==> src/rtl/twsa_pkg.sv <==
// Types and constants shared by the sign accumulate unit.
package twsa_pkg;

    localparam int IDX_W     = 12;
    localparam int GRAD_W    = 16;
    localparam int ACT_W     = 8;
    localparam int ACC_W     = 16;
    localparam int WT_W      = 2;
    localparam int DIR_W     = 2;
    localparam int THR_W     = 15;
    localparam int CFG_IDX_W = 1;

    // Register indexes on the config port.
    localparam logic [CFG_IDX_W-1:0] CFG_STEP_THRESHOLD = 1'd0;
    localparam logic [CFG_IDX_W-1:0] CFG_DEAD_ZONE      = 1'd1;

    localparam logic [THR_W-1:0] THR_RESET    = 15'd16;
    localparam logic [THR_W-1:0] DZ_RESET     = 15'd0;
    localparam logic [THR_W-1:0] FREEZE_LEVEL = 15'd30000;

    // Two-bit signed step and weight codes.
    localparam logic [DIR_W-1:0] DIR_NONE = 2'b00;
    localparam logic [DIR_W-1:0] DIR_UP   = 2'b01;
    localparam logic [DIR_W-1:0] DIR_DN   = 2'b11;
    localparam logic [WT_W-1:0]  WT_ZERO  = 2'b00;
    localparam logic [WT_W-1:0]  WT_POS   = 2'b01;
    localparam logic [WT_W-1:0]  WT_NEG   = 2'b11;

    typedef enum logic {
        ST_CLEAR,
        ST_RUN
    } t_state;

    // One memory word: accumulator and ternary weight of one index.
    typedef struct packed {
        logic [ACC_W-1:0] acc;
        logic [WT_W-1:0]  weight;
    } t_entry;

    typedef struct packed {
        t_entry           entry;
        logic [DIR_W-1:0] step;
    } t_upd;

endpackage

==> src/rtl/twsa_update.sv <==
// Accumulator step, threshold test and saturating weight step for one word.
module twsa_update (
    input  twsa_pkg::t_entry                  i_entry,
    input  logic [twsa_pkg::DIR_W-1:0]        i_dir,
    input  logic [twsa_pkg::THR_W-1:0]        i_threshold,
    input  logic                              i_frozen,
    output twsa_pkg::t_upd                    o_result
);

    logic [twsa_pkg::THR_W-1:0] thr_eff;
    logic [twsa_pkg::ACC_W-1:0] acc_up;
    logic [twsa_pkg::ACC_W-1:0] acc_dn;
    logic [twsa_pkg::ACC_W:0]   thr_pos;
    logic [twsa_pkg::ACC_W:0]   thr_neg;
    logic                       hit_up;
    logic                       hit_dn;

    always_comb begin
        thr_eff = (i_threshold == '0) ? twsa_pkg::THR_W'(1) : i_threshold;
        acc_up  = i_entry.acc + twsa_pkg::ACC_W'(1);
        acc_dn  = i_entry.acc - twsa_pkg::ACC_W'(1);
        thr_pos = {2'b00, thr_eff};
        thr_neg = (twsa_pkg::ACC_W + 1)'(0) - thr_pos;
        hit_up  = $signed({acc_up[twsa_pkg::ACC_W-1], acc_up}) >= $signed(thr_pos);
        hit_dn  = $signed({acc_dn[twsa_pkg::ACC_W-1], acc_dn}) <= $signed(thr_neg);
    end

    always_comb begin
        o_result.entry = i_entry;
        o_result.step  = twsa_pkg::DIR_NONE;
        if (!i_frozen) begin
            case (i_dir)
                twsa_pkg::DIR_UP: begin
                    if (hit_up) begin
                        o_result.entry.acc = '0;
                        o_result.step      = twsa_pkg::DIR_UP;
                        if (i_entry.weight != twsa_pkg::WT_POS) begin
                            o_result.entry.weight = i_entry.weight + twsa_pkg::WT_W'(1);
                        end
                    end else begin
                        o_result.entry.acc = acc_up;
                    end
                end
                twsa_pkg::DIR_DN: begin
                    if (hit_dn) begin
                        o_result.entry.acc = '0;
                        o_result.step      = twsa_pkg::DIR_DN;
                        if (i_entry.weight != twsa_pkg::WT_NEG) begin
                            o_result.entry.weight = i_entry.weight - twsa_pkg::WT_W'(1);
                        end
                    end else begin
                        o_result.entry.acc = acc_dn;
                    end
                end
                default: begin
                end
            endcase
        end
    end

endmodule

==> config.mk <==
export PLATFORM = sky130hd
export DESIGN_NAME = twsa_update
export DESIGN_NICKNAME = d
export VERILOG_FILES = /design/src/rtl/twsa_pkg.sv /design/src/rtl/twsa_update.sv
export SDC_FILE = /design/constraint.sdc
export NUM_CORES = 1
export LEC_CHECK = 0
export BUFFER_PORTS_ARGS = -buffer_cell sky130_fd_sc_hd__buf_2
export CORE_MARGIN = 1
export CORE_UTILIZATION = 50
export DETAILED_ROUTE_END_ITERATION = 7
export PLACE_DENSITY_LB_ADDON = 0.15
export REMOVE_ABC_BUFFERS = 1
export SYNTH_ARGS = -nofsm -noshare
export SYNTH_HDL_FRONTEND = slang
export SYNTH_SLANG_ARGS = --single-unit
==> constraint.sdc <==
create_clock -name vclk -period 14.9
set_input_delay 2.98 -clock vclk [all_inputs]
set_output_delay 2.98 -clock vclk [all_outputs]
set_load 0.01 [all_outputs]
[After elaboration in Yosys (flattened, before gate mapping)]
Cells that the tools add are included.
Word-level totals
  output and inout port bits: 20
  input bits: 36
  register bits: 0
  logic and storage cells: 21
Cells by class
  reductions and logical operators: 1
  equality and inequality tests: 4
  $lt $le $gt $ge: 2
  muxes and demuxes: 9
  add/subtract/negate cells: 5
Operators with widths (number)
  $pmux 20 s2: 1
  $mux 16: 2
  $mux 20: 1
  $add 16x1->16 const B: 1
  $ge 16x16->1: 1
  $le 16x16->1: 1
  $sub 1x15->16 const A: 1
  $sub 16x1->16 const B: 1
  $logic_not 15->1: 1
  $mux 15: 1
  $mux 4: 2
  $mux 2: 2
  $add 2x1->2 const B: 1
  $eq 2x1->1 const B: 1
  $eq 2x2->1 const B: 1
  $ne 2x1->1 const B: 1
  $ne 2x2->1 const B: 1
  $sub 2x1->2 const B: 1

[Longest topological paths before layout]
Gate-level depths: netlist of the first run.
  word-level depth: 7
  mapped depth: 20
  gate-level depth less buffers: 19

[Worst setup path after synthesis of the first run]
Ideal clock, no wire load.
  path type: in2out
  from: in i_threshold[1] (netlist bit)
  to: out o_result[16] (netlist bit)
  path buffers: 1
  arrival: 6.886 ns
  data required time: 11.920 ns
  setup slack: 5.034 ns
  cell stages on the path: 19
  cell sequence: or3_1 -> or4_1 -> nor3_1 -> a31o_2 -> inv_1 -> ha_1 -> nand2_1 -> or3_1 -> nor3_1 -> nand2_1 -> xnor2_1 -> ha_1 -> nand4_1 -> a2111o_1 -> a31o_2 -> nor3_2 -> buf_2 -> a21oi_1 -> o21ai_0
RTL lines
  start, declared: RTL line twsa_update.sv:5  | input logic [twsa_pkg::THR_W-1:0] i_threshold,
  end, declared: RTL line twsa_update.sv:7  | output twsa_pkg::t_upd o_result

==> load_flow_metrics.sql, run 1 <==
INSERT INTO impl_metrics (metric_group, metric, value, unit) VALUES
('critical_path', 'worstPathBufferInverterCount', '3', ''),
('yosys', 'synthesis.area', '2210', 'um^2'),
('critical_path', 'timing.critical_path.max_delay_family', 'simple AND/OR/NAND/NOR gates', ''),
('placement', 'buffer_ports.inserted', '56', ''),
('global_routing', 'globalRouteTotalUtil', '27.7', '%'),
('layout', 'clockBufferCount', '0', ''),
('floorplan', 'ios', '56', ''),
('yosys', 'synth.distinct_cells', '56', ''),
('clock_network', 'cts_setup_buffers', '0', ''),
('run_status', 'status', 'completed', ''),
('layout', 'highest_count_cells_in_the_layout_ignoring_fill_and_taps', 'sky130_fd_sc_hd__buf_2 (56), sky130_fd_sc_hd__inv_1 (37), sky130_fd_sc_hd__ha_1 (36), sky130_fd_sc_hd__xnor2_1 (30), sky130_fd_sc_hd__nor2_1 (27)', ''),
('clock_network', 'hold_buffers', '0', ''),
('timing', 'final-hold-violation-count', '0', ''),
('placement', 'place.detailed.instances', '412', ''),
('floorplan', 'die_y', '68.5', 'um'),
('run', 'timing.max_cap.violations', '0', ''),
('timing', 'fin_setup_tns', '0', 'ps'),
('yosys', 'postSynthCellCount', '320', ''),
('timing', 'rsz0062_at_grt', 'false', ''),
('min_path', 'hold_class', 'in -> out', ''),
('critical_path', 'worst-endpoint-arrival', '7710', 'ps'),
('route', 'vias_per_cell', '5.94', ''),
('yosys', 'synth.area.top_cells', 'sky130_fd_sc_hd__ha_1 (20%), sky130_fd_sc_hd__xnor2_1 (12%), sky130_fd_sc_hd__inv_1 (6.3%)', ''),
('route', 'detail_route.iter0.violations', '147', ''),
('layout', 'layout.sequential_cells', '0', ''),
('critical_path', 'cp_max_delay_cell', 'sky130_fd_sc_hd__nor3_2', ''),
('critical_path', 'critical_path.endpoint_type', 'primary output', ''),
('layout', 'layout.cells.non_filler', '412', ''),
('layout', 'synth_to_layout_area_growth', '10.9', '%'),
('floorplan', 'coreArea', '4120', 'um^2'),
('global_routing', 'global_route_wire_length_before_repair', '10.1', 'mm'),
('yosys', 'synth_top_cell_by_area', 'sky130_fd_sc_hd__ha_1', ''),
('global_routing', 'busiest_layer', 'met2', ''),
('critical_path', 'startpoint_type', 'primary input', ''),
('critical_path', 'critical_path_class', 'in -> out', ''),
('timing', 'setup_viol', '0', ''),
('floorplan', 'floorplan.initialDensity', '53.7', '%'),
('floorplan', 'die_area', '4690', 'um^2'),
('global_routing', 'grt_start_max_net_pins', '20', ''),
('timing', 'final_period_minus_worst_setup_slack', '10690', 'ps'),
('critical_path', 'largest_fanout_of_any_net_on_the_critical_path', '18', ''),
('layout', 'layout.cells.most_common', 'sky130_fd_sc_hd__buf_2', ''),
('global_routing', 'grtUsageMet3', '1.00', '%'),
('timing', 'final-max-slew-violation-count', '0', ''),
('placement', 'place_congestion', '0.883', ''),
('critical_path', 'worstPathRequired', '11920', 'ps'),
('clock_network', 'cts.repair.resized', '0', ''),
('route', 'routedWlPerCell', '14.5', 'um'),
('global_routing', 'first_global_vias', '2237', ''),
('global_routing', 'grt_overflow_total', '0', ''),
('pwr', 'ir_drop', '15.9', 'uV'),
('yosys', 'area_share_of_the_leading_cell_type_in_the_synthesized_netlist', '20.4', '%'),
('layout', 'seq_area', '0', 'um^2'),
('timing', 'tightest_slew_margin_relative_to_the_limit', '26.1', '%'),
('global_routing', 'grt_antenna_before_repair', '0', ''),
('yosys', 'ys_warn_count', '0', ''),
('pwr', 'p_per_area', '27.7', 'nW/um^2'),
('route', 'drc', '0', ''),
('layout', 'finalNetCount', '436', ''),
('pwr', 'leakagePower', '1.16', 'nW'),
('placement', 'hpwlAfterDp', '4.95', 'mm'),
('route', 'routed_wirelength', '5.97', 'mm'),
('critical_path', 'list_of_cells_traversed_by_the_critical_path', 'buf_2 -> or3_1 -> or4_1 -> nor3_1 -> a31o_2 -> inv_1 -> ha_1 -> nand2_1 -> or3_1 -> nor3_1 -> nand4_1 -> xnor2_1 -> ha_1 -> nand4_1 -> a2111o_1 -> a31o_2 -> nor3_2 -> a221oi_1 -> a31oi_1 -> buf_2', ''),
('layout', 'inserted_diodes', '0', ''),
('layout', 'fraction_of_layout_cells_with_a_size_suffix_above_1', '19.3', '%'),
('route', 'antenna_left', '0', ''),
('timing', 'post-route-period-util', '71.7', '%'),
('timing', 'pin_slew_with_the_least_headroom_to_its_limit', '1100', 'ps'),
('floorplan', 'rows', '23', ''),
('yosys', 'post_syn_area_per_cell', '6.91', 'um^2'),
('route', 'first_pass_iters', '5', ''),
('timing', 'max_freq', '93.6', 'MHz'),
('global_routing', 'grt_util_met2', '47.7', '%'),
('yosys', 'fraction_of_the_yosys_area_taken_by_sequential_cells', '0', '%'),
('global_routing', 'grtUsageMet1', '37.6', '%'),
('route', 'route.vias.total', '2446', ''),
('floorplan', 'die-width', '68.5', 'um'),
('critical_path', 'crit_path_max_incr_delay', '880', 'ps');
## synth_stat cells, types with 5 or more instances
cell and instances:
sky130_fd_sc_hd__inv_1 37, sky130_fd_sc_hd__ha_1 36, sky130_fd_sc_hd__xnor2_1 30, sky130_fd_sc_hd__nor2_1 27, sky130_fd_sc_hd__a21oi_1 20, sky130_fd_sc_hd__o21ai_0 18, sky130_fd_sc_hd__nand2_1 16, sky130_fd_sc_hd__nor3_1 14
sky130_fd_sc_hd__nand4_1 13, sky130_fd_sc_hd__nand3_1 9, sky130_fd_sc_hd__xor2_1 9, sky130_fd_sc_hd__a31oi_1 8, sky130_fd_sc_hd__a22oi_1 5, sky130_fd_sc_hd__clkbuf_1 5
## path summary, 6_finish.rpt
kind | depth (start not counted) | endpoint | from | slack [ps]
worst max-delay path | 20 | o_result[6] | i_threshold[1] | 4210
worst min-delay path | 3 | o_result[2] | i_entry[0] | 6330
## per-layer routing
layer | up-vias | share of wire (%)
met5 | - | 0
met3 | 10 | 5.1
met4 | 0 | 1.9
li1 | 1247 | -
met2 | 94 | 46
met1 | 1095 | 47
## layout make-up
type | instances | area, um^2
Fill cell | 432 | 1670
Tap cell | 50 | 62.6
Inverter | 37 | 139
Multi-Input combinational cell | 268 | 1960
Timing Repair Buffer | 57 | 288
## logic make-up (layout without fill, tap and decap cells)
logic type / count (synthesis) / in the layout / share of synthesized area (%)
simple gates: 111 / 111 / 27.6
compound gates: 79 / 79 / 24.2
buf+inv: 52 / 94 / 11.3
xor+xnor: 39 / 39 / 15.5
fa+ha+maj: 36 / 36 / 20.4
mux: 2 / 2 / 0.963
other cells: 1 / 1 / 0.170
## stage by stage
step | worst slack [ps] | hold slack [ps] | instance area, um^2 | power, mW | util (%)
2_1_floorplan | 4970 | 6060 | 2100 | 0.0429 | -
3_3_place_gp | 4420 | 6330 | 2450 | 0.0667 | 59.5
3_5_place_dp | 4280 | 6330 | 2450 | 0.0673 | 59.5
6_report | 4210 | 6330 | 2450 | 0.0679 | 59.5
5_1_grt | 3750 | 6360 | 2450 | 0.0775 | 59.5
4_1_cts | 4270 | 6330 | 2450 | 0.0677 | 59.5
## power by group
| group | switching (mW) | internal (mW) |
|---|---|---|
| logic | 0.0401 | 0.0278 |
| clock network | 0 | 0 |
| registers | 0 | 0 |
(Power assumes the default switching activity.)
==> run 2, diff against run 1 <==
==> constraint.sdc (replaced) <==
create_clock -name vclk -period 9.2
set_input_delay 1.84 -clock vclk [all_inputs]
set_output_delay 1.84 -clock vclk [all_outputs]
set_load 0.01 [all_outputs]
==> load_flow_metrics.sql, run 2 (synthesized netlist as in run 1, its figures left out) <==
INSERT INTO impl_metrics (metric_group, metric, value, unit) VALUES
('critical_path', 'startpoint_type', 'primary input', ''),
('floorplan', 'coreArea', '4120', 'um^2'),
('global_routing', 'grt_overflow_total', '0', ''),
('timing', 'worst_hold_slack', '4050', 'ps'),
('pwr', 'p_per_area', '45.0', 'nW/um^2'),
('critical_path', 'critical_path_class', 'in -> out', ''),
('min_path', 'min-delay-start', 'i_entry[1]', ''),
('floorplan', 'ios', '56', ''),
('layout', 'highest_count_cells_in_the_layout_ignoring_fill_and_taps', 'sky130_fd_sc_hd__buf_2 (56), sky130_fd_sc_hd__inv_1 (37), sky130_fd_sc_hd__ha_1 (36), sky130_fd_sc_hd__xnor2_1 (30), sky130_fd_sc_hd__nor2_1 (27)', ''),
('layout', 'finalNetCount', '437', ''),
('layout', 'finish.instance_area', '2460', 'um^2'),
('pwr', 'leakagePower', '1.16', 'nW'),
('min_path', 'hold_class', 'in -> out', ''),
('clock_network', 'hold_buffers', '0', ''),
('route', 'route.vias.total', '2466', ''),
('timing', 'tightest_slew_margin_relative_to_the_limit', '46.5', '%'),
('layout', 'layout.cells.non_filler', '413', ''),
('timing', 'final-hold-violation-count', '0', ''),
('clock_network', 'cts.repair.resized', '0', ''),
('timing', 'post-route-period-util', '88.1', '%'),
('run_status', 'status', 'completed', ''),
('global_routing', 'grt_start_max_net_pins', '20', ''),
('global_routing', 'first_global_vias', '2164', ''),
('min_path', 'worstHoldPathCells', '3', ''),
('placement', 'place_congestion', '0.908', ''),
('floorplan', 'die_y', '68.5', 'um'),
('min_path', 'min_delay_worst_endpoint', 'o_result[3]', ''),
('critical_path', 'worst-endpoint-arrival', '6260', 'ps'),
('route', 'detail_route.iter0.violations', '184', ''),
('timing', 'setup_viol', '0', ''),
('critical_path', 'worstPathRequired', '7360', 'ps'),
('layout', 'fraction_of_layout_cells_with_a_size_suffix_above_1', '19.6', '%'),
('timing', 'rsz0062_at_grt', 'false', ''),
('timing', 'final-max-slew-violation-count', '0', ''),
('critical_path', 'cp_max_delay_cell', 'sky130_fd_sc_hd__or4_1', ''),
('placement', 'pre_cts_ws', '1130', 'ps'),
('layout', 'layout.cells.most_common', 'sky130_fd_sc_hd__buf_2', ''),
('critical_path', 'list_of_cells_traversed_by_the_critical_path', 'buf_2 -> or3_1 -> or4_1 -> nor3_1 -> a31o_2 -> inv_1 -> ha_1 -> nand2_1 -> or3_1 -> nor3_1 -> nand4_1 -> xnor2_1 -> ha_1 -> nand4_1 -> a2111o_1 -> a31o_2 -> nor3_2 -> buf_4 -> a21oi_1 -> o21ai_0 -> buf_2', ''),
('floorplan', 'floorplan.initialDensity', '53.7', '%'),
('floorplan', 'die_area', '4690', 'um^2'),
('layout', 'seq_area', '0', 'um^2'),
('placement', 'placement.cell_area', '2460', 'um^2'),
('critical_path', 'crit_path_max_incr_delay', '460', 'ps'),
('route', 'vias_per_cell', '5.97', ''),
('layout', 'synth_to_layout_area_growth', '11.2', '%'),
('placement', 'hpwlAfterDp', '5.05', 'mm'),
('timing', 'final_critical_path_setup_slack', '1100', 'ps'),
('timing', 'max_freq', '123', 'MHz'),
('critical_path', 'critical_path.endpoint_type', 'primary output', ''),
('placement', 'place.detailed.instances', '413', ''),
('timing', 'fin_setup_tns', '0', 'ps'),
('placement', 'buffer_ports.inserted', '56', ''),
('layout', 'layout.sequential_cells', '0', ''),
('timing', 'final_period_minus_worst_setup_slack', '8100', 'ps'),
('layout', 'inserted_diodes', '0', ''),
('run', 'timing.max_cap.violations', '0', ''),
('route', 'drc', '0', ''),
('layout', 'utilization', '59.7', '%'),
('floorplan', 'rows', '23', ''),
('global_routing', 'global_route_wire_length_before_repair', '9.87', 'mm'),
('timing', 'pin_slew_with_the_least_headroom_to_its_limit', '800', 'ps'),
('route', 'antenna_left', '0', ''),
('route', 'routed_wirelength', '6.04', 'mm'),
('global_routing', 'globalRouteTotalUtil', '27.0', '%'),
('floorplan', 'die-width', '68.5', 'um'),
('clock_network', 'cts_setup_buffers', '0', ''),
('route', 'routedWlPerCell', '14.6', 'um'),
('critical_path', 'largest_fanout_of_any_net_on_the_critical_path', '12', ''),
('layout', 'clockBufferCount', '0', ''),
('pwr', 'finalPower', '0.111', 'mW'),
('global_routing', 'grt_antenna_before_repair', '0', ''),
('route', 'first_pass_iters', '7', ''),
('pwr', 'ir_drop', '24.9', 'uV');
==> run 2: cell count changes in the layout (fill, tap and decap cells not counted), sizes merged <==
cell  previous run  this run
buf             57        58
==> run 2: report_power, final <==
part	total, mW	internal [mW]	leakage (nW)	switching (mW)
sequential	0	0	0	0
combinational	0.111	0.0454	1.16	0.0652
clock	0	0	0	0
total	0.111	0.0454	1.16	0.0652
==> run 2: area by class of cell <==
class | instances | area, um^2
Multi-Input combinational cell | 268 | 1960
Fill cell | 420 | 1660
Timing Repair Buffer | 58 | 295
Inverter | 37 | 139
Tap cell | 50 | 62.6
==> run 2: worst max path at each step <==
stage / startpoint / end / slack [ps] / depth (start not counted)
2_1_floorplan: i_threshold[1] / o_result[12] / 1550 / 18
3_3_place_gp: i_threshold[1] / o_result[3] / 1260 / 20
3_5_place_dp: i_threshold[1] / o_result[2] / 1130 / 20
4_1_cts: i_threshold[1] / o_result[2] / 1120 / 20
5_1_grt: i_threshold[1] / o_result[12] / 720 / 21
6_report: i_threshold[1] / o_result[13] / 1100 / 21
==> run 2: critical path: cells and delay by family <==
family / cells / cell delay (ps)
adders and majority gates: 2 / 490
and+or+nand+nor: 9 / 2020
buffers and inverters: 4 / 600
xor gates and xnor gates: 1 / 80
AOI/OAI and AO/OA: 5 / 1240
==> run 2: metal layers <==
layer  track usage (%)  part of all wire [%]  vias to the layer above
li1                  -                     -                     1254
met1              36.3                    47                     1108
met2              47.4                    47                       96
met3             0.667                   4.4                        8
met4              5.21                   1.6                        0
met5                 0                     0                        -
